$ cat config.mk
export PLATFORM = sky130hd
export DESIGN_NAME = sitda_queue
export DESIGN_NICKNAME = d
export VERILOG_FILES = /design/src/hw/rtl/sitda_pkg.sv /design/src/hw/rtl/sitda_queue.sv
export SDC_FILE = /design/constraint.sdc
export NUM_CORES = 1
export LEC_CHECK = 0
export BUFFER_PORTS_ARGS = -buffer_cell sky130_fd_sc_hd__buf_2
export CORE_UTILIZATION = 50
export DETAILED_ROUTE_END_ITERATION = 7
export PLACE_DENSITY_LB_ADDON = 0.2
export SKIP_CTS_REPAIR_TIMING = 1
export SLEW_MARGIN = 0
export SYNTH_ARGS = -nofsm -noshare
export SYNTH_HDL_FRONTEND = slang
export SYNTH_SLANG_ARGS = --single-unit
export TNS_END_PERCENT = 5
$ cat constraint.sdc
create_clock -name clk -period 4.1 [get_ports clk]
set_input_delay 0.82 -clock clk [delete_from_list [all_inputs] [get_ports clk]]
set_output_delay 0.82 -clock clk [all_outputs]
set_load 0.01 [all_outputs]
$ cat src/hw/rtl/sitda_pkg.sv
`default_nettype none

package sitda_pkg;

  // Character codes and divide-by-ten constants.
  localparam logic [7:0]  ASCII_ZERO  = 8'h30;
  localparam logic [7:0]  ASCII_NINE  = 8'h39;
  localparam logic [7:0]  ASCII_MINUS = 8'h2D;
  localparam logic [31:0] RECIP_TEN   = 32'hCCCC_CCCD;
  localparam int          RECIP_SHIFT = 35;

  localparam int MAX_DIGITS = 10;
  localparam int DIGIT_W    = 4;
  localparam int DIGS_W     = MAX_DIGITS * DIGIT_W;
  localparam int QUEUE_DEPTH = 2;

  // One converted number: sign, digit count and the digits, most
  // significant digit in the lowest nibble.
  typedef struct packed {
    logic              neg;
    logic [3:0]        ndig;
    logic [DIGS_W-1:0] digits;
  } entry_t;

  typedef enum logic [1:0] {
    F_IDLE,
    F_CONV,
    F_HOLD
  } front_state_t;

endpackage

`default_nettype wire

$ cat src/hw/rtl/sitda_queue.sv
`default_nettype none

module sitda_queue (
  input  wire logic               clk,
  input  wire logic               rst_n,
  input  wire logic               push,
  input  wire sitda_pkg::entry_t  wdata,
  output logic                    full,
  input  wire logic               pop,
  output logic                    nonempty,
  output sitda_pkg::entry_t       rdata
);

  sitda_pkg::entry_t mem_r [sitda_pkg::QUEUE_DEPTH];

  logic       wr_ptr_r, wr_ptr_nxt;
  logic       rd_ptr_r, rd_ptr_nxt;
  logic [1:0] cnt_r, cnt_nxt;

  assign full     = (cnt_r == 2'(sitda_pkg::QUEUE_DEPTH));
  assign nonempty = (cnt_r != 2'd0);
  assign rdata    = mem_r[rd_ptr_r];

  always_comb begin
    wr_ptr_nxt = push ? !wr_ptr_r : wr_ptr_r;
    rd_ptr_nxt = pop ? !rd_ptr_r : rd_ptr_r;
    cnt_nxt    = cnt_r + 2'(push) - 2'(pop);
  end

  always_ff @(posedge clk) begin
    if (!rst_n) begin
      wr_ptr_r <= 1'b0;
      rd_ptr_r <= 1'b0;
      cnt_r    <= 2'd0;
    end else begin
      wr_ptr_r <= wr_ptr_nxt;
      rd_ptr_r <= rd_ptr_nxt;
      cnt_r    <= cnt_nxt;
    end
  end

  always_ff @(posedge clk) begin
    if (push) begin
      mem_r[wr_ptr_r] <= wdata;
    end
  end

endmodule

`default_nettype wire

* After elaboration in Yosys (flattened, before gate mapping)
Memories as Yosys holds them, arrays and structs flattened. A register that Yosys moved wholly into a read port is not among the register bits.
Index checks and enable logic that the tools add are counted.
Widths: inputs -> output; s select.
** Cells by class
- Add/subtract/negate cells :: 2
- Equal/unequal tests :: 1
- Muxes and demuxes :: 4
- Reductions and logical operators :: 3
** Operators with widths (count)
- $mux 1 :: 4
- $add 2x1->2 :: 1
- $eq 2x2->1 const B :: 1
- $logic_not 1->1 :: 2
- $reduce_bool 2->1 :: 1
- $sub 2x1->2 :: 1
** Word-level totals
- Register bits :: 4
- Bits in writable memories :: 90
- Bits of input ports :: 49
- Output and inout port bits :: 47
- Word-level logic and storage cells :: 14
- Memories kept :: 1
** Memory list
- mem_r :: words 2, bits a word 45, rd ports 1, clocked after memory_dff 1, wr ports 1, RTL line sitda_queue.sv:14 : sitda_pkg::entry_t mem_r [sitda_pkg::QUEUE_DEPTH];

* Depth between registers and ports, before layout
Gate-level depths: netlist of the first run.
- Depth in word-level cells :: 3
- Mapped depth :: 6
- Depth with buffers taken out :: 6

* Least setup slack after synthesis of the first run
No wires, ideal clock.
- Path type :: input-to-reg
- Start :: input push
- End :: memory mem_r[0][0] (netlist bit), enable pin
- Library setup time :: 0.454 ns
- Arrival :: 2.854 ns
- Required time :: 3.646 ns
- Slack :: 0.792 ns
- Cell stages on the path :: 1
- Path buffers :: 0
- Path through :: nor2b_1
** Between the ends
- Cells in the longest elaborated chain, start to end :: 2
** RTL lines
- from (decl) :: RTL line sitda_queue.sv:6 : input wire logic push,
- $mux 1 :: RTL line sitda_queue.sv:43 : if (push) begin
- $mux 1 (implied by the code) :: RTL line sitda_queue.sv:44 : mem_r[wr_ptr_r] <= wdata;
- to (decl) :: RTL line sitda_queue.sv:14
Every way passes these cells.

==> results of run 1 <==
-- metal layers --
metal | track usage, % | routed length, microns | vias to the layer above
li1 | - | - | 833
met1 | 16.9 | 2310 | 835
met2 | 25.7 | 2920 | 54
met3 | 4.62 | 325 | 5
met4 | 7.15 | 41 | 0
met5 | 0 | 0 | -
-- cell usage after synthesis --
cell type / number
dfxtp_1: 5
or2_2: 1
buf_6: 1
xnor3_1: 1
and2_1: 4
ha_1: 2
xor2_1: 1
nor2b_1: 4
mux2_4: 40
inv_1: 2
mux2_2: 5
buf_12: 4
edfxtp_1: 90
o21a_1: 1
-- power groups by stage --
stage                     combinational, uW  clock [uW]  sequential [uW]
after global placement                  249           0             1170
after detailed placement                254           0             1170
after global routing                    270         584             1150
after CTS                               254         549             1150
final                                   250         534             1150
after floorplan                         184           0             1150
-- worst max-delay path, delay by kind of cell (launching register included) --
family / cells / cell delay (ns)
flops: 1 / 0.79
buf+inv: 2 / 0.59
mux: 1 / 0.37
-- sequential cells by signal (all words and copies together) (netlist names), named ones only --
register	flops
cnt_r	2
rd_ptr_r	1
wr_ptr_r	1
mem_r	90
-- metrics by stage --
stage	util [%]	instance area [sq um]	power (uW)
after global placement	60.7	4220	1420
after global routing	63.2	4390	2010
after floorplan	-	3680	1340
after detailed placement	60.7	4220	1420
after CTS	63.2	4390	1950
final	63.2	4390	1930
-- kinds of logic after synthesis --
kind of cell / after synthesis / share of synthesized area, %
xor+xnor: 2 / 0.850
mux: 45 / 17.9
buf+inv: 7 / 2.69
compound gates: 1 / 0.204
simple gates: 9 / 1.53
fa+ha+maj: 2 / 0.680
flops: 95 / 76.2
-- final cells by class --
class | count | share of cell area [%]
clock inverter | 7 | 1.14
inverter | 2 | 0.171
timing repair buffer | 98 | 11.3
tap | 96 | 2.74
multi-input combinational | 59 | 17.9
sequential | 95 | 63.9
clock buffer | 9 | 2.82
-- final timing paths --
kind,from,endpoint,slack (ns),cells past startpoint
worst max-delay path,register,rdata[44],1.19,3
worst min-delay path,rd_ptr_r,register,0.59,2
worst max register to register,wr_ptr_r,mem_r[1][33],2.40,1
worst min register to register,rd_ptr_r,register,0.59,2
==> run metrics, run 1 <==
outcome=finished, final reports clean; crit-path cells=buf_4 > mux2_2 > buf_2; Routed WL per cell=15.3 microns; Core Region=6940 sq um; placed insts=350; Clock Path Buffers=2; vias=1727; Max Clk Rate=~340 MHz; commonest non-fill, non-tap cell in the layout=buf_2; critical-path maximum fanout=23; # rows=30; # nets final=316; CP endpoint kind=primary output; Critical Path Max Stage Delay=0.79 ns; Storage cell area=between 2000 and 3000 sq um; initial antenna violation count=0; IR drop worst, VDD=246 uV; Logic pwr share=12.9%; DR pass1 iterations=5; Worst Max-Slew Pin Slew=1.10 ns; hpwl dp=3720 microns; share of power burned in registers=between 50% and 60%; DRT iter0 DRCs=approximately 70; switching pwr=about 450 uW; area leader, netlist=edfxtp_1; max_slew headroom=26.8%; Post-Route WL=5600 microns; Max Cap Viol=0; antenna violation net count after detailed routing=0; insertion delay to the later sink of the worst-skew pair=0.34 ns; CTS tree=done; Sw Share=23.3%; Synth Register Bits=95; Port Buffers=95; highest-count cells in the layout ignoring fill and taps=buf_2, edfxtp_1, mux2_4; final setup TNS=0 ns; H-tree depth=3; ranking of synthesized cells by area=edfxtp_1, mux2_4, dfxtp_1; Die Height=87.8 microns; gp weighted congestion=0.645; I/O pin cnt=96; DRC=0; Synth Cell Area=3680 sq um; pwr/cell area=~440 nW/um^2; Worst EP arrival=about 2.1 ns; min Tclk post-route=2.91 ns; Internal=1480 uW; final hold slack=0.593 ns; final worst setup slack=1.19 ns; Area Growth Syn to Fin=19.3%; clock net sink count=between 90 and 100; period utilisation layout=between 70 and 80%; die area=7700 sq um; syn avg cell area=22.8 sq um; CTS clk-pin slew, worst paths=0.08 ns; fin cells=about 370; dpl ws=1.52 ns; share of cells above drive strength 1=60.4%; kind of critical path=register to primary output; Final Slew Violations=0; post-synthesis sequential area ratio=76.2%; Die Width=around 90 microns; Crit path required time=approximately 3.3 ns; clock share of power=~28%; number of fill cells=520; area of the multi-input gates=786 sq um; Cells after Synth=about 160; RSZ-0062 raised after global routing=false; largest net degree at the start of global routing=46; n_diodes=0; Initial Utilization=between 50% and 60%; Hold/Removal Path Class=register to register; synthesized net count=212; first-pass GRT wire length=~8200 microns; DR vias/cell=4.72; Synth top area share=73.5%; GRT Util Overall=14.9%; Worst Clk Skew=0.00429 ns; Synth cell types=14; element type at the critical path start=register; slowest CP cell=dfxtp_2; final setup fails=0; Clock Tree Root=clkbuf_8; vias in the first global route=1749; Leak Pwr=0.00175 uW; synth warn=0; Num CTS Buffers=9; Fin. Hold Viols=0; GRT overflow=0
(Power assumes the default switching activity.)
==> run 2, diff against run 1 <==
--- a/config.mk
+++ b/config.mk
@@ -5,6 +5,7 @@
 export SDC_FILE = /design/constraint.sdc
 export NUM_CORES = 1
 export LEC_CHECK = 0
+export ABC_AREA = 1
 export BUFFER_PORTS_ARGS = -buffer_cell sky130_fd_sc_hd__buf_2
 export CORE_UTILIZATION = 50
 export DETAILED_ROUTE_END_ITERATION = 7
==> constraint.sdc (replaced) <==
create_clock -name clk -period 3 [get_ports clk]
set_input_delay 0.6 -clock clk [delete_from_list [all_inputs] [get_ports clk]]
set_output_delay 0.6 -clock clk [all_outputs]
set_load 0.01 [all_outputs]
==> run 2 against run 1 <==
  * Combinational power rose by 29%
  * Register-to-register slack worse by 0.79 ns
  * Cell count rose by 3.6%
  * Highest routed layer unchanged
  * Wire length is 3.4% higher
  * First-iteration DRC count up 94%
  * Hold slack worse by 0.16 ns
  * Sequential power increased by 35%
  * Non-clock buffer count increased by 1
  * Via count up 5.6%
==> run metrics, run 2 <==
Reg-to-Reg End=mem_r[0][1]; final hold slack=0.434 ns (-0.158 ns); element type at the critical path start=register; Logic pwr share=12.1% (-0.8 points); Cells after Synth=173 (+7.5%); slowest CP cell=mux2_2; Worst Reg-to-Reg Cells=2 (+1); I/O pin cnt=96 (unchanged); Synth Cell Area=3680 sq um (about the same); met2 wire length=3040 microns (+4.1%); share of power burned in registers=58.1% (-1.3 points); most common cell in the netlist=edfxtp_1; insertion delay to the later sink of the worst-skew pair=0.35 ns (about the same); crit-path cells=buf_4 > mux2_2 > buf_2; largest net degree at the start of global routing=46 (unchanged); Clock Path Buffers=2 (unchanged); Leak Pwr=0.00180 uW (+2.6%); worst flop-to-flop path startpoint=wr_ptr_r; WL met1=2340 microns (+1.2%); # rows=30 (unchanged); Post-synth EDFFs=90 (unchanged); synthesized net count=224 (+5.7%); first-pass GRT wire length=8800 microns (+7.5%); highest-count cells in the layout ignoring fill and taps=buf_2, edfxtp_1, mux2_4; pwr/cell area=600 nW/um^2 (+36%); Initial Utilization=52.9% (about the same); ranking of synthesized cells by area=edfxtp_1, mux2_4, dfxtp_1; Clock Tree Root=clkbuf_8; Synth top area share=73.5% (about the same); GRT Util Overall=15.7% (+0.83 points); CTS tree=done; ys flop type=edfxtp_1; clock net sink count=95 (unchanged); die area=7700 sq um (about the same); vias in the first global route=1888 (+7.9%); hpwl dp=3830 microns (+2.8%); Routed WL per cell=15.3 microns (-0.12%); most frequent cells after synthesis=edfxtp_1, mux2_4, nand2_1; gp weighted congestion=0.692 (+7.3%); FF-to-FF setup slack=1.61 ns (-0.79 ns); Die Height=87.7 microns (about the same); n_diodes=0 (unchanged); RSZ-0062 raised after global routing=false; GRT overflow=0 (unchanged); initial antenna violation count=0 (unchanged); Die Width=87.7 microns (about the same); Critical Path Max Stage Delay=0.39 ns (-0.40 ns); min Tclk post-route=2.19 ns; Fin. Hold Viols=0 (unchanged); Worst Clk Skew=0.00890 ns (+0.00461 ns); final setup TNS=0 ns (unchanged); worst hold endpoint=mem_r[1][34]; Worst Max-Slew Pin Slew=0.525 ns (-0.574 ns); largest registers=mem_r: 90 flops, cnt_r: 2 flops; critical-path maximum fanout=21 (-8.7%); Sw Share=22.2% (-1.1 points); Port Buffers=95 (unchanged); CTS clk-pin slew, worst paths=0.09 ns (about the same); utilization after layout=64.0% (+0.81 points); share of cells above drive strength 1=56.9% (-3.5 points); area leader, netlist=edfxtp_1; DR top layer=met4; kind of critical path=register to primary output; IR drop worst, VDD=318 uV (+29%); CP endpoint kind=primary output; Max Cap Viol=0 (unchanged); Worst EP arrival=1.59 ns (-0.50 ns); Synth Register Bits=95 (unchanged); Synth cell types=12 (-2); most flop-heavy register=mem_r; period utilisation layout=73.0%; Hold/Removal Path Class=primary input to register; Crit path required time=2.40 ns (-0.88 ns); Final Slew Violations=0 (unchanged); number of fill cells=520 (unchanged); ys async rst share=0% (unchanged); max reg flops=90 (unchanged); synth warn=0 (unchanged); antenna violation net count after detailed routing=0 (unchanged); vias=1823 (+5.6%); DR WL met3=315 microns (-3.1%); post-synthesis sequential area ratio=76.2% (about the same); DR pass1 iterations=4 (-1); commonest non-fill, non-tap cell in the layout=buf_2; DRC=0 (unchanged); Num CTS Buffers=9 (unchanged); switching pwr=592 uW (+32%); # nets final=329 (+4.1%); DR vias/cell=4.81 (+1.9%); H-tree depth=3 (unchanged); hold path start=wdata[34]; max_slew headroom=64.9% (+38 points); clock share of power=29.8% (+2.2 points); Post-Route WL=5790 microns (+3.4%); Max Clk Rate=roughly 460 MHz; Core Region=6940 sq um (unchanged); WHS Path Cells=1 (-1); DRT iter0 DRCs=134 (+94%); outcome=finished, final reports clean; Internal=2080 uW (+40%); final setup fails=0 (unchanged); syn avg cell area=21.2 sq um (-7.0%); Area Growth Syn to Fin=20.9%
-- run 2: how the worst max path moves through the flow --
stage                  start            to  slack, ns
CTS                 register      rdata[2]       0.79
global placement    register     rdata[44]       1.19
global route        register      rdata[1]       0.76
detailed placement      push  mem_r[0][30]       1.16
finish              register      rdata[2]       0.81
floorplan               push   mem_r[0][0]       0.02
-- run 2: cell type report --
class                   count  area (sq um)  share of cell area [%]
clock buffers              10           128                    2.87
clock inverters             6          61.3                    1.38
inverters                   7          26.3                   0.591
multi-input cells          66           763                    17.2
flip-flops and latches     95          2800                    63.1
well taps                  96           120                    2.70
repair buffers             99           543                    12.2
-- run 2: per-layer routing --
| layer | vias up | global-route usage [%] |
|---|---|---|
| met5 | - | 0 |
| li1 | 865 | - |
| met1 | 880 | 19.4 |
| met4 | 0 | 6.86 |
| met3 | 9 | 3.39 |
| met2 | 69 | 26.8 |
-- run 2: cells by family after synthesis --
logic type,after synthesis,synth area share (%)
adders and majority gates,2,0.681
and+or+nand+nor,18,1.87
muxes,45,17.9
buffers and inverters,12,3.20
DFF,95,76.2
AOI/OAI and AO/OA,1,0.136
-- run 2: power groups by stage --
stage / clock [uW] / combinational, uW / sequential (uW)
6_report: 796 / 322 / 1550
5_1_grt: 870 / 350 / 1560
4_1_cts: 811 / 327 / 1550
3_5_place_dp: 0 / 326 / 1580
3_3_place_gp: 0 / 320 / 1580
2_1_floorplan: 0 / 210 / 1580
-- run 2: critical path, delay by kind of cell, from the launching register on --
kind                   cells  cell delay [ns]
buffers and inverters      2             0.50
muxes                      1             0.39
DFF                        1             0.36
-- run 2: per-stage QoR --
| stage | total power, uW | cell area [sq um] | setup WS [ns] | cells |
|---|---|---|---|---|
| 4_1_cts | 2690 | 4450 | 0.788 | 379 |
| 3_5_place_dp | 1910 | 4260 | 1.16 | 363 |
| 5_1_grt | 2780 | 4450 | 0.757 | 379 |
| 3_3_place_gp | 1900 | 4260 | 1.19 | 363 |
| 6_report | 2670 | 4450 | 0.809 | 379 |
| 2_1_floorplan | 1790 | 3680 | 0.0199 | 173 |
==> run 3, diff against run 2 <==
--- a/config.mk
+++ b/config.mk
@@ -5,7 +5,7 @@
 export SDC_FILE = /design/constraint.sdc
 export NUM_CORES = 1
 export LEC_CHECK = 0
-export ABC_AREA = 1
+export ABC_AREA = 0
 export BUFFER_PORTS_ARGS = -buffer_cell sky130_fd_sc_hd__buf_2
 export CORE_UTILIZATION = 50
 export DETAILED_ROUTE_END_ITERATION = 7
==> constraint.sdc (replaced) <==
create_clock -name clk -period 2.2 [get_ports clk]
set_input_delay 0.44 -clock clk [delete_from_list [all_inputs] [get_ports clk]]
set_output_delay 0.44 -clock clk [all_outputs]
set_load 0.01 [all_outputs]
==> run 3 against run 2 <==
  * First-iteration DRC count is 44% lower
  * Cell count is 2.9% lower
  * Critical path depth stayed put
  * Hold slack worse by 0.17 ns
  * Global-route usage is 0.63 points lower
  * Wire length is 2.4% lower
  * Clock power is 41% higher
  * Sequential cell count stayed put
  * Non-clock buffer count is 1 higher
  * Clock skew is 0.00081 ns lower
  * Power is 40% higher
  * Critical endpoint is now rdata[1]
  * Largest cell class unchanged
  * Largest power group unchanged
  * Highest routed layer unchanged
==> run metrics, run 3 (same netlist as run 1, synthesis figures left out) <==
Worst Clk Skew=0.00809 ns (-0.000815 ns); die area=7700 sq um (about the same); H-tree depth=3 (unchanged); Final Slew Violations=0 (unchanged); GRT Util Overall=15.1% (-0.63 points); Core Region=6940 sq um (unchanged); Max Clk Rate=485 MHz; DRT iter0 DRCs=75 (-44%); Clock Tree Root=clkbuf_8; insertion delay to the later sink of the worst-skew pair=0.36 ns (about the same); Num CTS Buffers=9 (unchanged); n_diodes=0 (unchanged); element type at the critical path start=register; Hold/Removal Path Class=primary input to register; CP endpoint kind=primary output; kind of critical path=register to primary output; dpl ws=0.513 ns (-0.649 ns); vias=1770 (-2.9%); max_slew headroom=77.9% (+13 points); initial antenna violation count=0 (unchanged); WP buf/inv=2 (unchanged); Reg-to-Reg End=cnt_r[1]; crit-path cells=buf_12 > mux2_2 > buf_2; clock net sink count=95 (unchanged); Worst Reg-to-Reg Cells=6 (+4); IR drop worst, VDD=473 uV (+49%); FF-to-FF setup slack=0.80 ns (-0.81 ns); Sw Share=22.7% (+0.55 points); Max Cap Viol=0 (unchanged); commonest non-fill, non-tap cell in the layout=buf_2; Worst EP arrival=1.62 ns (+0.03 ns); placed insts=352 (-3.0%); worst hold endpoint=mem_r[1][24]; Die Width=87.8 microns (about the same); fin cells=368 (-2.9%); share of power burned in registers=56.8% (-1.3 points); hpwl dp=3700 microns (-3.4%); CTS clk-pin slew, worst paths=0.10 ns (about the same); GRT overflow=0 (unchanged); largest net degree at the start of global routing=41 (-11%); vias in the first global route=1753 (-7.2%); worst flop-to-flop path startpoint=cnt_r[0]; DRC=0 (unchanged); RSZ-0062 raised after global routing=false; WHS Path Cells=1 (unchanged); Logic pwr share=13.2% (+1.1 points); DR vias/cell=4.81 (about the same); first-pass GRT wire length=8160 microns (-7.4%); final worst setup slack=0.138 ns (-0.672 ns); Critical Path Max Stage Delay=0.53 ns (+0.14 ns); Initial Utilization=53.0% (about the same); final setup TNS=0 ns (unchanged); Area Growth Syn to Fin=21.3%; Crit path required time=1.76 ns (-0.64 ns); Routed WL per cell=15.3 microns (+0.50%); Leak Pwr=0.00178 uW (-0.69%); Worst Max-Slew Pin Slew=0.331 ns (-0.193 ns); final setup fails=0 (unchanged); slowest CP cell=dfxtp_2; DR pass1 iterations=4 (unchanged); min Tclk post-route=2.06 ns; # nets final=318 (-3.3%); antenna violation net count after detailed routing=0 (unchanged); most flop-heavy register=mem_r; switching pwr=849 uW (+44%); gp weighted congestion=0.673 (-2.8%); Fin. Hold Viols=0 (unchanged); Clock Path Buffers=2 (unchanged); Post-Route WL=5650 microns (-2.4%); highest-count cells in the layout ignoring fill and taps=buf_2, edfxtp_1, mux2_4; outcome=finished, final reports clean; clock share of power=30.0% (+0.2 points); max reg flops=90 (unchanged); period utilisation layout=93.7%; share of cells above drive strength 1=60.3% (+3.4 points); Internal=2890 uW (+39%); Port Buffers=95 (unchanged); pwr/cell area=838 nW/um^2 (+40%); delay-heaviest family, CP=flip-flops; critical-path maximum fanout=23 (+9.5%); I/O pin cnt=96 (unchanged); largest registers=mem_r: 90 flops, cnt_r: 2 flops; hold path start=wdata[24]; CTS tree=done; Die Height=87.8 microns (about the same); # rows=30 (unchanged)
==> run 3: per-layer routing <==
metal  GRT usage (%)  vias to the layer above  part of all wire, %
met5               0                        -                    0
li1                -                      840                    -
met4            8.05                        0                  1.9
met3            4.62                       12                  6.3
met2            25.4                       65                   51
met1            17.4                      853                   40
==> run 3: through the flow <==
step	util, %	power (uW)	instance area, sq um	hold WS [ns]
after floorplan	-	2490	3680	0.539
after global placement	61.5	2660	4270	0.566
after detailed placement	61.5	2670	4270	0.581
after CTS	64.3	3780	4460	0.249
after global routing	64.3	3880	4460	0.243
final	64.3	3740	4460	0.264
==> run 3: worst max path at each step <==
stage / cells after the start / slack (ns) / endpoint
4_1_cts: 3 / 0.12 / rdata[1]
2_1_floorplan: 1 / 0.12 / mem_r[0][0]
5_1_grt: 3 / 0.06 / rdata[0]
3_3_place_gp: 3 / 0.51 / rdata[1]
3_5_place_dp: 3 / 0.51 / rdata[2]
6_report: 3 / 0.14 / rdata[1]
==> run 3: power by group through the flow <==
stage / Clock (uW) / Sequential, uW / Combinational [uW]
after floorplan: 0 / 2150 / 344
after global placement: 0 / 2160 / 495
after detailed placement: 0 / 2170 / 501
after CTS: 1150 / 2130 / 503
after global routing: 1210 / 2130 / 535
final: 1120 / 2120 / 493
==> run 3: final cells by class <==
cell class | instances | area (sq um)
multi-input cells | 59 | 786
inverters | 2 | 7.51
repair buffers | 100 | 551
clock inverters | 7 | 71.3
flip-flops and latches | 95 | 2800
fillers | 495 | 2480
clock buffers | 9 | 124
well taps | 96 | 120
