$ cat config.mk
export PLATFORM = sky130hd
export DESIGN_NAME = sitda_back
export DESIGN_NICKNAME = d
export VERILOG_FILES = /design/src/hw/rtl/sitda_pkg.sv /design/src/hw/rtl/sitda_back.sv
export SDC_FILE = /design/constraint.sdc
export NUM_CORES = 1
export LEC_CHECK = 0
export BUFFER_PORTS_ARGS = -buffer_cell sky130_fd_sc_hd__buf_2
export CAP_MARGIN = 20
export CORE_MARGIN = 3
export CORE_UTILIZATION = 40
export CTS_CLUSTER_DIAMETER = 120
export DETAILED_ROUTE_END_ITERATION = 7
export PLACE_DENSITY_LB_ADDON = 0.15
export SYNTH_ARGS = -nofsm -noshare
export SYNTH_HDL_FRONTEND = slang
export SYNTH_SLANG_ARGS = --single-unit
$ cat constraint.sdc
create_clock -name clk -period 10.3 [get_ports clk]
set_input_delay 0 -clock clk [delete_from_list [all_inputs] [get_ports clk]]
set_output_delay 0 -clock clk [all_outputs]
set_load 0.01 [all_outputs]
$ cat src/hw/rtl/sitda_pkg.sv
`default_nettype none

package sitda_pkg;

  // Character codes and divide-by-ten constants.
  localparam logic [7:0]  ASCII_ZERO  = 8'h30;
  localparam logic [7:0]  ASCII_NINE  = 8'h39;
  localparam logic [7:0]  ASCII_MINUS = 8'h2D;
  localparam logic [31:0] RECIP_TEN   = 32'hCCCC_CCCD;
  localparam int          RECIP_SHIFT = 35;

  localparam int MAX_DIGITS = 10;
  localparam int DIGIT_W    = 4;
  localparam int DIGS_W     = MAX_DIGITS * DIGIT_W;
  localparam int QUEUE_DEPTH = 2;

  // One converted number: sign, digit count and the digits, most
  // significant digit in the lowest nibble.
  typedef struct packed {
    logic              neg;
    logic [3:0]        ndig;
    logic [DIGS_W-1:0] digits;
  } entry_t;

  typedef enum logic [1:0] {
    F_IDLE,
    F_CONV,
    F_HOLD
  } front_state_t;

endpackage

`default_nettype wire

$ cat src/hw/rtl/sitda_back.sv
`default_nettype none

module sitda_back (
  input  wire logic               clk,
  input  wire logic               rst_n,
  input  wire logic               q_nonempty,
  input  wire sitda_pkg::entry_t  q_rdata,
  output logic                    q_pop,
  output logic                    out_valid,
  input  wire logic               out_stall,
  output logic [7:0]              out_char_code,
  output logic                    out_last,
  output logic [3:0]              out_char_count
);

  logic                         cur_valid_r, cur_valid_nxt;
  logic                         cur_sign_r, cur_sign_nxt;
  logic [sitda_pkg::DIGS_W-1:0] cur_digs_r, cur_digs_nxt;
  logic [3:0]                   cur_left_r, cur_left_nxt;
  logic [3:0]                   cur_cnt_r, cur_cnt_nxt;

  logic       out_valid_r, out_valid_nxt;
  logic [7:0] out_code_r, out_code_nxt;
  logic       out_last_r, out_last_nxt;
  logic [3:0] out_cnt_r, out_cnt_nxt;

  logic       out_adv;
  logic       emit;
  logic       is_last;
  logic [7:0] char_code;

  assign out_adv   = !out_valid_r || !out_stall;
  assign emit      = out_adv && cur_valid_r;
  assign is_last   = !cur_sign_r && (cur_left_r == 4'd1);
  assign char_code = cur_sign_r ? sitda_pkg::ASCII_MINUS
                                : sitda_pkg::ASCII_ZERO + {4'h0, cur_digs_r[3:0]};
  assign q_pop     = q_nonempty && (!cur_valid_r || (emit && is_last));

  always_comb begin
    cur_valid_nxt = cur_valid_r;
    cur_sign_nxt  = cur_sign_r;
    cur_digs_nxt  = cur_digs_r;
    cur_left_nxt  = cur_left_r;
    cur_cnt_nxt   = cur_cnt_r;
    if (q_pop) begin
      cur_valid_nxt = 1'b1;
      cur_sign_nxt  = q_rdata.neg;
      cur_digs_nxt  = q_rdata.digits;
      cur_left_nxt  = q_rdata.ndig;
      cur_cnt_nxt   = 4'd0;
    end else if (emit) begin
      cur_cnt_nxt = cur_cnt_r + 4'd1;
      if (cur_sign_r) begin
        cur_sign_nxt = 1'b0;
      end else begin
        cur_digs_nxt = {4'h0, cur_digs_r[sitda_pkg::DIGS_W-1:sitda_pkg::DIGIT_W]};
        cur_left_nxt = cur_left_r - 4'd1;
      end
      if (is_last) begin
        cur_valid_nxt = 1'b0;
      end
    end
  end

  always_comb begin
    out_valid_nxt = out_valid_r;
    out_code_nxt  = out_code_r;
    out_last_nxt  = out_last_r;
    out_cnt_nxt   = out_cnt_r;
    if (emit) begin
      out_valid_nxt = 1'b1;
      out_code_nxt  = char_code;
      out_last_nxt  = is_last;
      out_cnt_nxt   = cur_cnt_r + 4'd1;
    end else if (!out_stall) begin
      out_valid_nxt = 1'b0;
    end
  end

  always_ff @(posedge clk) begin
    if (!rst_n) begin
      cur_valid_r <= 1'b0;
      out_valid_r <= 1'b0;
    end else begin
      cur_valid_r <= cur_valid_nxt;
      out_valid_r <= out_valid_nxt;
    end
  end

  always_ff @(posedge clk) begin
    cur_sign_r <= cur_sign_nxt;
    cur_digs_r <= cur_digs_nxt;
    cur_left_r <= cur_left_nxt;
    cur_cnt_r  <= cur_cnt_nxt;
    out_code_r <= out_code_nxt;
    out_last_r <= out_last_nxt;
    out_cnt_r  <= out_cnt_nxt;
  end

  assign out_valid      = out_valid_r;
  assign out_char_code  = out_code_r;
  assign out_last       = out_last_r;
  assign out_char_count = out_cnt_r;

endmodule

`default_nettype wire

======== Yosys cells after proc, flatten, opt, wreduce, memory -nomap -nowiden ========
Index checks and enable logic that the tools add are counted.
operators by class
  add/sub/neg operators ................... 3
  muxes and demuxes ....................... 13
  reduce and logical (&&, ||, !) cells .... 14
  eq/ne operators ......................... 3
operator list
  kind                                                 number
  2-to-1 mux 40 bit                                    3
  2-to-1 mux 4 bit                                     3
  adder 6 x 4 -> 7 bit, first input constant           1
  2-to-1 mux 1 bit                                     7
  adder 4 x 1 -> 4 bit, second input constant          1
  equality test 4 x 1 -> 1 bit, second input constant  1
  logical AND 1 bit                                    4
  logical NOT 1 bit                                    4
  AND reduction 2 bit                                  2
  nonzero test 2 bit                                   2
  subtractor 4 x 1 -> 4 bit, second input constant     1
  logical OR 1 bit                                     2
  != test 2 x 1 -> 1 bit, second input constant        1
  != test 2 bit, second input constant                 1
word-level totals
  flip-flop bits (word level) ............. 64
  output and inout port bits .............. 15
  logic and storage cells ................. 42

======== Longest topological paths before layout ========
Gate-level depths: netlist of the first run.
  word-level depth ........................ 8
  depth in mapped cells ................... 7
  mapped depth without buffers ............ 6

======== Worst setup path before layout of the first run ========
OpenSTA, ideal clock, no wires.
  path type ............................... register to register
  start ................................... reg cur_valid_r
  end ..................................... reg cur_digs_r[0] (netlist bit) (enable)
  setup time .............................. 0.506 ns
  arrival ................................. 3.723 ns
  stages on the path, launching flop included .. 3
  clock period less this slack ............ 4.230 ns
  path slack .............................. 6.070 ns
  path through ............................ dfxtp_1 > a21bo_2 > o21ai_0
between the ends
  longest elaborated chain between the ends .. 6
  elaborated cells on any way between the ends .. 8
  classes of those cells .................. 1 x eq/ne; 7 x reduce/logical
RTL lines
  what                                                           line              text
  from (decl)                                                    sitda_back.sv:16  logic cur_valid_r, cur_valid_nxt;
  from (signal assigned)                                         sitda_back.sv:85  cur_valid_r <= cur_valid_nxt;
  logical AND 1 bit                                              sitda_back.sv:33  assign emit = out_adv && cur_valid_r;
  logical AND 1 bit                                              sitda_back.sv:37  assign q_pop = q_nonempty && (!cur_valid_r || (emit && is_last));
  logical OR 1 bit                                               sitda_back.sv:37
  logical AND 1 bit                                              sitda_back.sv:37
  != test 2 bit (no line) or nonzero test 2 bit (tied branches)  -
  AND reduction 2 bit (no line) *                                -
  to (signal assigned)                                           sitda_back.sv:92  cur_digs_r <= cur_digs_nxt;
  to (decl)                                                      sitda_back.sv:18  logic [sitda_pkg::DIGS_W-1:0] cur_digs_r, cur_digs_nxt;
Every way passes the cells marked *; elsewhere a longest branch is shown, timed or not.
A chain may end at the register's enable or synchronous reset.

======== Final worst setup path of the first run ========
  start ................................... reg cur_left_r[0]
  end ..................................... out q_pop
between the ends
  longest elaborated chain between the ends .. 5
RTL lines
  what                          line              text
  from (decl)                   sitda_back.sv:19  logic [3:0] cur_left_r, cur_left_nxt;
  from (signal assigned)        sitda_back.sv:93  cur_left_r <= cur_left_nxt;
  equality test 4 x 1 -> 1 bit  sitda_back.sv:34  assign is_last = !cur_sign_r && (cur_left_r == 4'd1);
  logical AND 1 bit             sitda_back.sv:34
  net is_last                   sitda_back.sv:29  logic is_last;
  logical AND 1 bit             sitda_back.sv:37
  logical OR 1 bit              sitda_back.sv:37
  logical AND 1 bit             sitda_back.sv:37
  to (decl)                     sitda_back.sv:8   output logic q_pop,
The timed path passes the listed nets, and every way through them passes these cells.

==> impl_metrics.toml, run 1 <==
[run_status]
status = "complete, no violations"

[power]
power_density_nw_per_um2 = 165
p_leak_nw = 1.63
ir_worst_vdd_mv = 0.0819
p_total_mw = 0.626

[logic_synthesis]
syn_inst = 160
synth_top_family_by_area = "multiplexers"
postSynthAreaPerCell_um2 = 17.4
synthAdderAreaFrac_pct = 1.35
synth_warnings = 0
synth-seq-area-share_pct = 63.8
ys.flop_type = "edfxtp_1"
syn_area_um2 = 2780
synth_xor_area_share_pct = 1.26
synth_edf_count = 55
synth-simple-area-share_pct = 5.13
synthArstFlopShare_pct = 0
ys_ff_latch = 61
synth-compound-area-share_pct = 3.11
yosys-mux-area-fraction_pct = 21.4
yosysUniqueCellTypes = 27

[detailed_routing]
dr_total_vias = 1657
drt-total-wl_mm = 5.01
postRouteAntennaNets = 0
viasPerCell = 4.67
routedWlPerCell_um = 14.1
route.detailed.drc = 0
drt_iter0_drc = 42
drtPass1Iterations = 4

[sta]
hold_viol_final = 0
fmax_mhz = 392
rsz0062_at_grt = "false"
maxSlewViolCount = 0
min_period_ns = 2.55
holdWs_ns = 0.0298
setup_slack_ns = 7.75
max-slew-margin-rel_pct = 48.9
setup_tns_ns = 0
finalSetupViolCount = 0
clock_skew_ns = 0.00775
fin_crit_sh_pct = 24.8
worstMarginPinSlew_ns = 0.766

[placement]
gp_congestion = 0.644
dp_cells = 292
hpwl_mm = 2.95
port_buffers = 60
place_ws_ns = 7.79

[global_route]
grt_pass1_vias = 1752
antenna_found_initial = 0
track_usage_pct = 14.0
grt-ovfl-total = 0
grt_max_degree = 45
grt_pass1_wl_mm = 8.20

[clocking]
cts_root_buf = "clkbuf_8"
clk_latency_ns = 0.33
clock_sinks = 61
clk_path_buf_depth = 2
cts_tree = "done"
clk_pin_slew_ns = 0.06
cts-buffers-inserted = 9
h-tree-depth = 3
postCtsSetupBuffers = 0

[cells_and_area]
drive_gt1_share_pct = 43.9
fillers = 529
seq_area_um2 = 1770
nets = 325
multi_input_area_um2 = 920
syn_to_final_growth_pct = 36.2
antenna_cells = 0
stdcell_count = 355

[die]
die_y_um = 89.4
initial_core_util_pct = 42.5
io_pins = 64
dieWidth_um = 89.4
dieArea_um2 = 7980
core_area_um2 = 6530
row_count = 29

[setup_path]
path_class = "reg -> out"
cp.arrival_ns = 2.55
start_kind = "register"
cp_max_fo = 41
endpoint_kind = "output port"
crit_required_ns = 10.30

[flow_run]
maxCapViolCount = 0

[worst_hold_path]
holdCritPathClass = "in -> reg"
worst paths after layout:
check	startpoint	to	slack, ns	cells past startpoint
worst max-delay path	cur_left_r[0]	q_pop	7.75	6
worst min-delay path	q_rdata[41]	cur_left_r[1]	0.03	3
worst max register to register	cur_left_r[0]	cur_digs_r[36]	7.81	6
worst min register to register	cur_cnt_r[1]	cur_cnt_r[1]	0.49	2
Yosys cell counts (all sizes together) (3+ instances only):
library cell	count	area (um2)
a21oi	5	25.0
dfxtp	6	120
mux2	39	586
xor2	3	26.3
edfxtp	55	1650
nand2	5	18.8
buf	8	72.6
inv	8	30.0
and2	5	31.3
or2	4	25.0
ha	3	37.5
o21ai	3	15.0
metal layers:
layer | wire length [um] | GRT usage [%] | vias up | part of all wire (%)
li1 | - | - | 808 | -
met1 | 2120 | 16.1 | 788 | 42
met2 | 2550 | 23.2 | 50 | 51
met3 | 252 | 5.35 | 11 | 5.0
met4 | 86 | 6.09 | 0 | 1.7
met5 | 0 | 0 | - | 0
stage by stage:
stage                     utilization [%]  instance area, um2
final                                58.0                3780
after global routing                 58.0                3780
after global placement               48.0                3130
after detailed placement             48.0                3130
after CTS                            58.0                3780
after floorplan                         -                2780
power by group:
group | switching [mW] | internal [mW] | total [mW] | leakage (nW)
sequential | 0.0122 | 0.311 | 0.324 | 0.585
combinational | 0.0408 | 0.0653 | 0.106 | 0.954
clock | 0.0871 | 0.109 | 0.196 | 0.0888
flip-flops by register name, indices dropped and copies added (netlist names):
signal          cells
out_valid           1
out_char_code       5
cur_cnt_r           4
cur_left_r          4
out_last            1
cur_digs_r         40
out_char_count      4
cur_sign_r          1
cur_valid_r         1
logic make-up after synthesis:
group | count (synthesis)
adders and majority gates | 3
DFF | 61
xor gates and xnor gates | 4
muxes | 40
and+or+nand+nor | 22
AOI/OAI and AO/OA | 12
other | 2
buffers and inverters | 16
cell type report:
cell class	instances	area share, %
flip-flops and latches	61	46.8
clock buffers	10	3.37
well taps	77	2.55
clock inverters	6	1.42
repair buffers	109	20.8
inverters	8	0.793
multi-input cells	84	24.3
worst max-delay path, cell delays in order, from the launching register on:
cell and delay (ns):
edfxtp_1 0.42, ha_1 0.22, nor4b_4 0.14, a31oi_4 0.18
buf_4 0.62, inv_1 0.37, buf_2 0.24
repair_timing:
| item | 4_1_cts | 5_1_grt |
|---|---|---|
| hold buffers | 47 | 0 |
| hold endpoints to repair | 46 | 0 |
| resized for setup | 0 | 0 |
| endpoints found under the setup margin | 0 | 0 |
placed cells by master, fill, tap and decap left out, drive strengths merged, types with 5 or more instances in the layout:
cell | Yosys | final
buf | 8 | 62
edfxtp | 55 | 55
dlygate4sd3 | 0 | 47
mux2 | 39 | 39
clkbuf | 0 | 10
inv | 8 | 8
dfxtp | 6 | 6
nand2 | 5 | 5
a21oi | 5 | 5
and2 | 5 | 5
Note: power is estimated with default switching activity, not from simulation.
==> run 2: changes to the inputs <==
==> constraint.sdc (replaced) <==
create_clock -name clk -period 2.3 [get_ports clk]
set_input_delay 0 -clock clk [delete_from_list [all_inputs] [get_ports clk]]
set_output_delay 0 -clock clk [all_outputs]
set_load 0.01 [all_outputs]
==> impl_metrics.toml, run 2 (synthesis results as in run 1) <==
[run_status]
status = "complete, no violations"

[detailed_routing]
drtPass1Iterations = 3
drt_iter0_drc = 61
drt-total-wl_mm = 4.79
postRouteAntennaNets = 0
viasPerCell = 4.61
dr_total_vias = 1638
routedWlPerCell_um = 13.5
route.detailed.drc = 0

[setup_path]
worst-r2r-setup-slack_ns = 0.33
critPathMaxStageDelay_ns = 0.42
r2r-start = "cur_left_r[0]"
r2r-end = "cur_digs_r[27]"
r2r_cells = 5
endpoint_kind = "register"
cp.arrival_ns = 2.04
slowest_stage = "edfxtp_1"
cp_max_fo = 39
crit_chain = "ha_1 -> nor4b_4 -> a31oi_4 -> buf_12 -> mux2_4"
path_class = "reg -> reg"
crit_start = "cur_left_r[0]"
start_kind = "register"
crit_required_ns = 2.37

[placement]
place_ws_ns = 0.333
place_area_um2 = 3170
hpwl_mm = 2.89
gp_congestion = 0.668
dp_cells = 293
port_buffers = 60

[cells_and_area]
syn_to_final_growth_pct = 36.2
drive_gt1_share_pct = 43.9
design_area_um2 = 3780
regMostFlops = "cur_digs_r"
final_common_cell = "buf_2"
nets = 326
largest_register_ffs = 40
stdcell_count = 355
final_cell_mix = "buf_2, edfxtp_1, dlygate4sd3_1"
fin_util_pct = 58.0
antenna_cells = 0

[global_route]
grt_pass1_vias = 1712
antenna_found_initial = 0
grt_max_degree = 45
grt-ovfl-total = 0
grt_pass1_wl_mm = 7.94
track_usage_pct = 13.7

[clocking]
cts-buffers-inserted = 9
clk_path_buf_depth = 2
cts_root_buf = "clkbuf_8"
h-tree-depth = 3
cts-resized-gates = 0
clock_sinks = 61
clk_pin_slew_ns = 0.06
clk_latency_ns = 0.32
cts_tree = "done"

[power]
seqPwrFrac_pct = 53.9
p_clk_share_pct = 28.0
ir_worst_vdd_mv = 0.359
p_total_mw = 2.68
power_switching_mw = 0.609
power_density_nw_per_um2 = 709
p_leak_nw = 1.63
combPwrFrac_pct = 18.1
p_sw_share_pct = 22.7
p_int_mw = 2.08

[flow_run]
maxCapViolCount = 0

[die]
core_area_um2 = 6530
die_y_um = 89.4
dieArea_um2 = 7980
dieWidth_um = 89.4
row_count = 29
io_pins = 64
initial_core_util_pct = 42.5

[sta]
min_period_ns = 1.97
hold_viol_final = 0
setup_slack_ns = 0.327
rsz0062_at_grt = "false"
finalSetupViolCount = 0
fmax_mhz = 507
clock_skew_ns = 0.00722
maxSlewViolCount = 0
fin_crit_sh_pct = 85.8
holdWs_ns = 0.0292
setup_tns_ns = 0

[worst_hold_path]
worst_hold_startpoint = "q_rdata[41]"
hold_end = "cur_left_r[1]"
hold-path-cell-count = 3
holdCritPathClass = "in -> reg"
==> run 2: cell count changes in the layout (fill, tap and decap cells not counted), sizes merged <==
cell      delta
bufinv       -1
clkbuf       +2
buf          +1
clkinv       -1
clkinvlp     -1
==> run 2: timing repair <==
action / 4_1_cts / 5_1_grt
setup buffers: 0 / 0
hold buffers: 47 / 0
endpoints found under the setup margin: 0 / 0
endpoints found under the hold margin: 46 / 0
==> run 2: layer usage <==
layer / up-vias / share of wire, % / track usage, %
li1: 810 / - / -
met1: 779 / 44 / 16.9
met2: 42 / 51 / 22.2
met3: 7 / 3.9 / 3.50
met4: 0 / 1.4 / 6.90
met5: - / 0 / 0
==> run 2: worst max path at each step <==
stage                     endpoint  slack [ns]  cells after the start
finish              cur_digs_r[27]        0.33                      5
detailed placement  cur_digs_r[27]        0.33                      5
global route                 q_pop        0.19                      6
floorplan            cur_digs_r[0]        0.11                      2
CTS                  cur_digs_r[1]        0.32                      5
global placement     cur_digs_r[2]        0.36                      5
==> run 2: critical path: cells and delay by family, from the launching register on <==
kind	cells	cell delay, ns
AO/OA/AOI/OAI	1	0.26
adder cells (fa/ha/maj)	1	0.22
buffers and inverters	1	0.31
flip-flops	1	0.42
multiplexers	1	0.33
AND/OR/NAND/NOR	1	0.14
==> run 2: final cells by class <==
type                            instances  area, um2
Tap cell                               77       96.3
Clock buffer                           12        135
Timing Repair Buffer                  110        818
Sequential cell                        61       1770
Multi-Input combinational cell         84        920
Clock inverter                          3       13.8
Inverter                                8       30.0
Fill cell                             518       2750
==> run 2: power groups by stage <==
| stage | Clock, mW | Combinational (mW) | Sequential, mW |
|---|---|---|---|
| after floorplan | 0 | 0.313 | 1.47 |
| after global placement | 0 | 0.426 | 1.47 |
| after detailed placement | 0 | 0.431 | 1.47 |
| after CTS | 0.779 | 0.493 | 1.45 |
| after global routing | 0.830 | 0.533 | 1.46 |
| final | 0.752 | 0.486 | 1.45 |
==> run 3: changes to the inputs <==
--- a/config.mk
+++ b/config.mk
@@ -7,7 +7,7 @@
 export LEC_CHECK = 0
 export BUFFER_PORTS_ARGS = -buffer_cell sky130_fd_sc_hd__buf_2
 export CAP_MARGIN = 20
-export CORE_MARGIN = 3
+export CORE_MARGIN = 4
 export CORE_UTILIZATION = 40
 export CTS_CLUSTER_DIAMETER = 120
 export DETAILED_ROUTE_END_ITERATION = 7
==> impl_metrics.toml, run 3 (synthesis results as in run 1) <==
[run_status]
status = "complete, no violations"

[cells_and_area]
regMostFlops = "cur_digs_r"
final_cell_mix = "buf_2, edfxtp_1, dlygate4sd3_1"
largest_register_ffs = 40
drive_gt1_share_pct = 45.2
stdcell_count = 361
final_common_cell = "buf_2"
antenna_cells = 0
syn_to_final_growth_pct = 38.2
nets = 329

[power]
p_int_mw = 2.19
power_density_nw_per_um2 = 736
ir_worst_vdd_mv = 0.283
p_sw_share_pct = 22.6
p_clk_share_pct = 31.2
seqPwrFrac_pct = 51.2
power_switching_mw = 0.640
p_leak_nw = 1.66
p_total_mw = 2.83
combPwrFrac_pct = 17.6

[clocking]
h-tree-depth = 3
clk_path_buf_depth = 2
cts_root_buf = "clkbuf_8"
postCtsSetupBuffers = 0
postCtsHoldBufs = 47
clk_pin_slew_ns = 0.07
clk_latency_ns = 0.33
clock_sinks = 61
cts_tree = "done"
cts-buffers-inserted = 9
cts-resized-gates = 0

[placement]
port_buffers = 60
place_ws_ns = 0.209
hpwl_mm = 3.21
dp_cells = 299
gp_congestion = 0.718

[worst_hold_path]
hold_end = "cur_left_r[1]"
worst_hold_startpoint = "q_rdata[41]"
hold-path-cell-count = 3
holdCritPathClass = "in -> reg"

[detailed_routing]
postRouteAntennaNets = 0
drt_iter0_drc = 57
drt-total-wl_mm = 4.92
route.detailed.drc = 0
viasPerCell = 4.50
routedWlPerCell_um = 13.6
drtPass1Iterations = 4
dr_total_vias = 1623

[setup_path]
crit_required_ns = 2.38
r2r_cells = 5
r2r-end = "cur_digs_r[13]"
endpoint_kind = "register"
cp_max_fo = 36
worst-r2r-setup-slack_ns = 0.23
start_kind = "register"
path_class = "reg -> reg"
r2r-start = "cur_left_r[0]"
cp.arrival_ns = 2.15
crit_start = "cur_left_r[0]"

[global_route]
track_usage_pct = 13.0
grt_max_degree = 37
grt_pass1_wl_mm = 8.36
grt_pass1_vias = 1742
grt-ovfl-total = 0
antenna_found_initial = 0

[sta]
min_period_ns = 2.07
fmax_mhz = 484
hold_viol_final = 0
setup_slack_ns = 0.232
setup_tns_ns = 0
fin_crit_sh_pct = 89.9
finalSetupViolCount = 0
worstMarginPinSlew_ns = 0.569
max-slew-margin-rel_pct = 62.0
maxSlewViolCount = 0
clock_skew_ns = 0.00823
rsz0062_at_grt = "false"

[die]
io_pins = 64
die_y_um = 91.4
row_count = 30
core_area_um2 = 6760
dieWidth_um = 91.4
initial_core_util_pct = 41.1
dieArea_um2 = 8340

[flow_run]
maxCapViolCount = 0
## run 3: cell count changes in the layout (fill, tap and decap cells not counted), sizes merged
cell	before	now
clkinv	3	4
bufinv	0	1
buf	63	66
clkbuf	12	9
clkinvlp	0	1
## run 3: power by group through the flow
stage	logic, mW	registers (mW)	clock network [mW]
after floorplan	0.313	1.47	0
after detailed placement	0.443	1.47	0
final	0.497	1.45	0.883
after CTS	0.504	1.45	0.911
after global placement	0.436	1.47	0
after global routing	0.544	1.46	0.974
## run 3: how the worst max path moves through the flow
stage	endpoint	slack, ns	depth (start not counted)
after detailed placement	cur_digs_r[20]	0.21	5
after global placement	cur_digs_r[26]	0.27	5
after global routing	q_pop	0.11	6
after floorplan	cur_digs_r[0]	0.11	2
final	cur_digs_r[13]	0.23	5
after CTS	q_pop	0.22	6
## run 3: worst max-delay path, cell delays in order (launching register included)
cell	delay, ns
edfxtp_1	0.41
ha_1	0.22
nor4b_4	0.14
a31oi_4	0.37
buf_12	0.32
mux2_4	0.33
## run 3: metrics by stage
step / instance area, um2 / hold WS (ns) / util [%]
6_report: 3840 / 0.0219 / 56.9
5_1_grt: 3840 / 0.0416 / 56.9
4_1_cts: 3840 / 0.00370 / 56.9
3_5_place_dp: 3190 / 0.221 / 47.2
3_3_place_gp: 3190 / 0.215 / 47.2
2_1_floorplan: 2790 / 0.118 / -
## run 3: final cells by class
type,instances,area (um2)
clock buffers,9,124
fillers,551,2920
inverters,8,30.0
multi-input cells,84,920
clock inverters,6,55.1
well taps,80,100
flip-flops and latches,61,1770
repair buffers,113,841
## run 3: routing by layer
metal  vias up  GRT usage, %  routed length, um  share of wire, %
met5         -             0                  0                 0
met4         0          6.78                 76               1.5
met3         8          2.98                220               4.5
met2        45          19.8               2360                48
met1       757          17.1               2270                46
li1        813             -                  -                 -
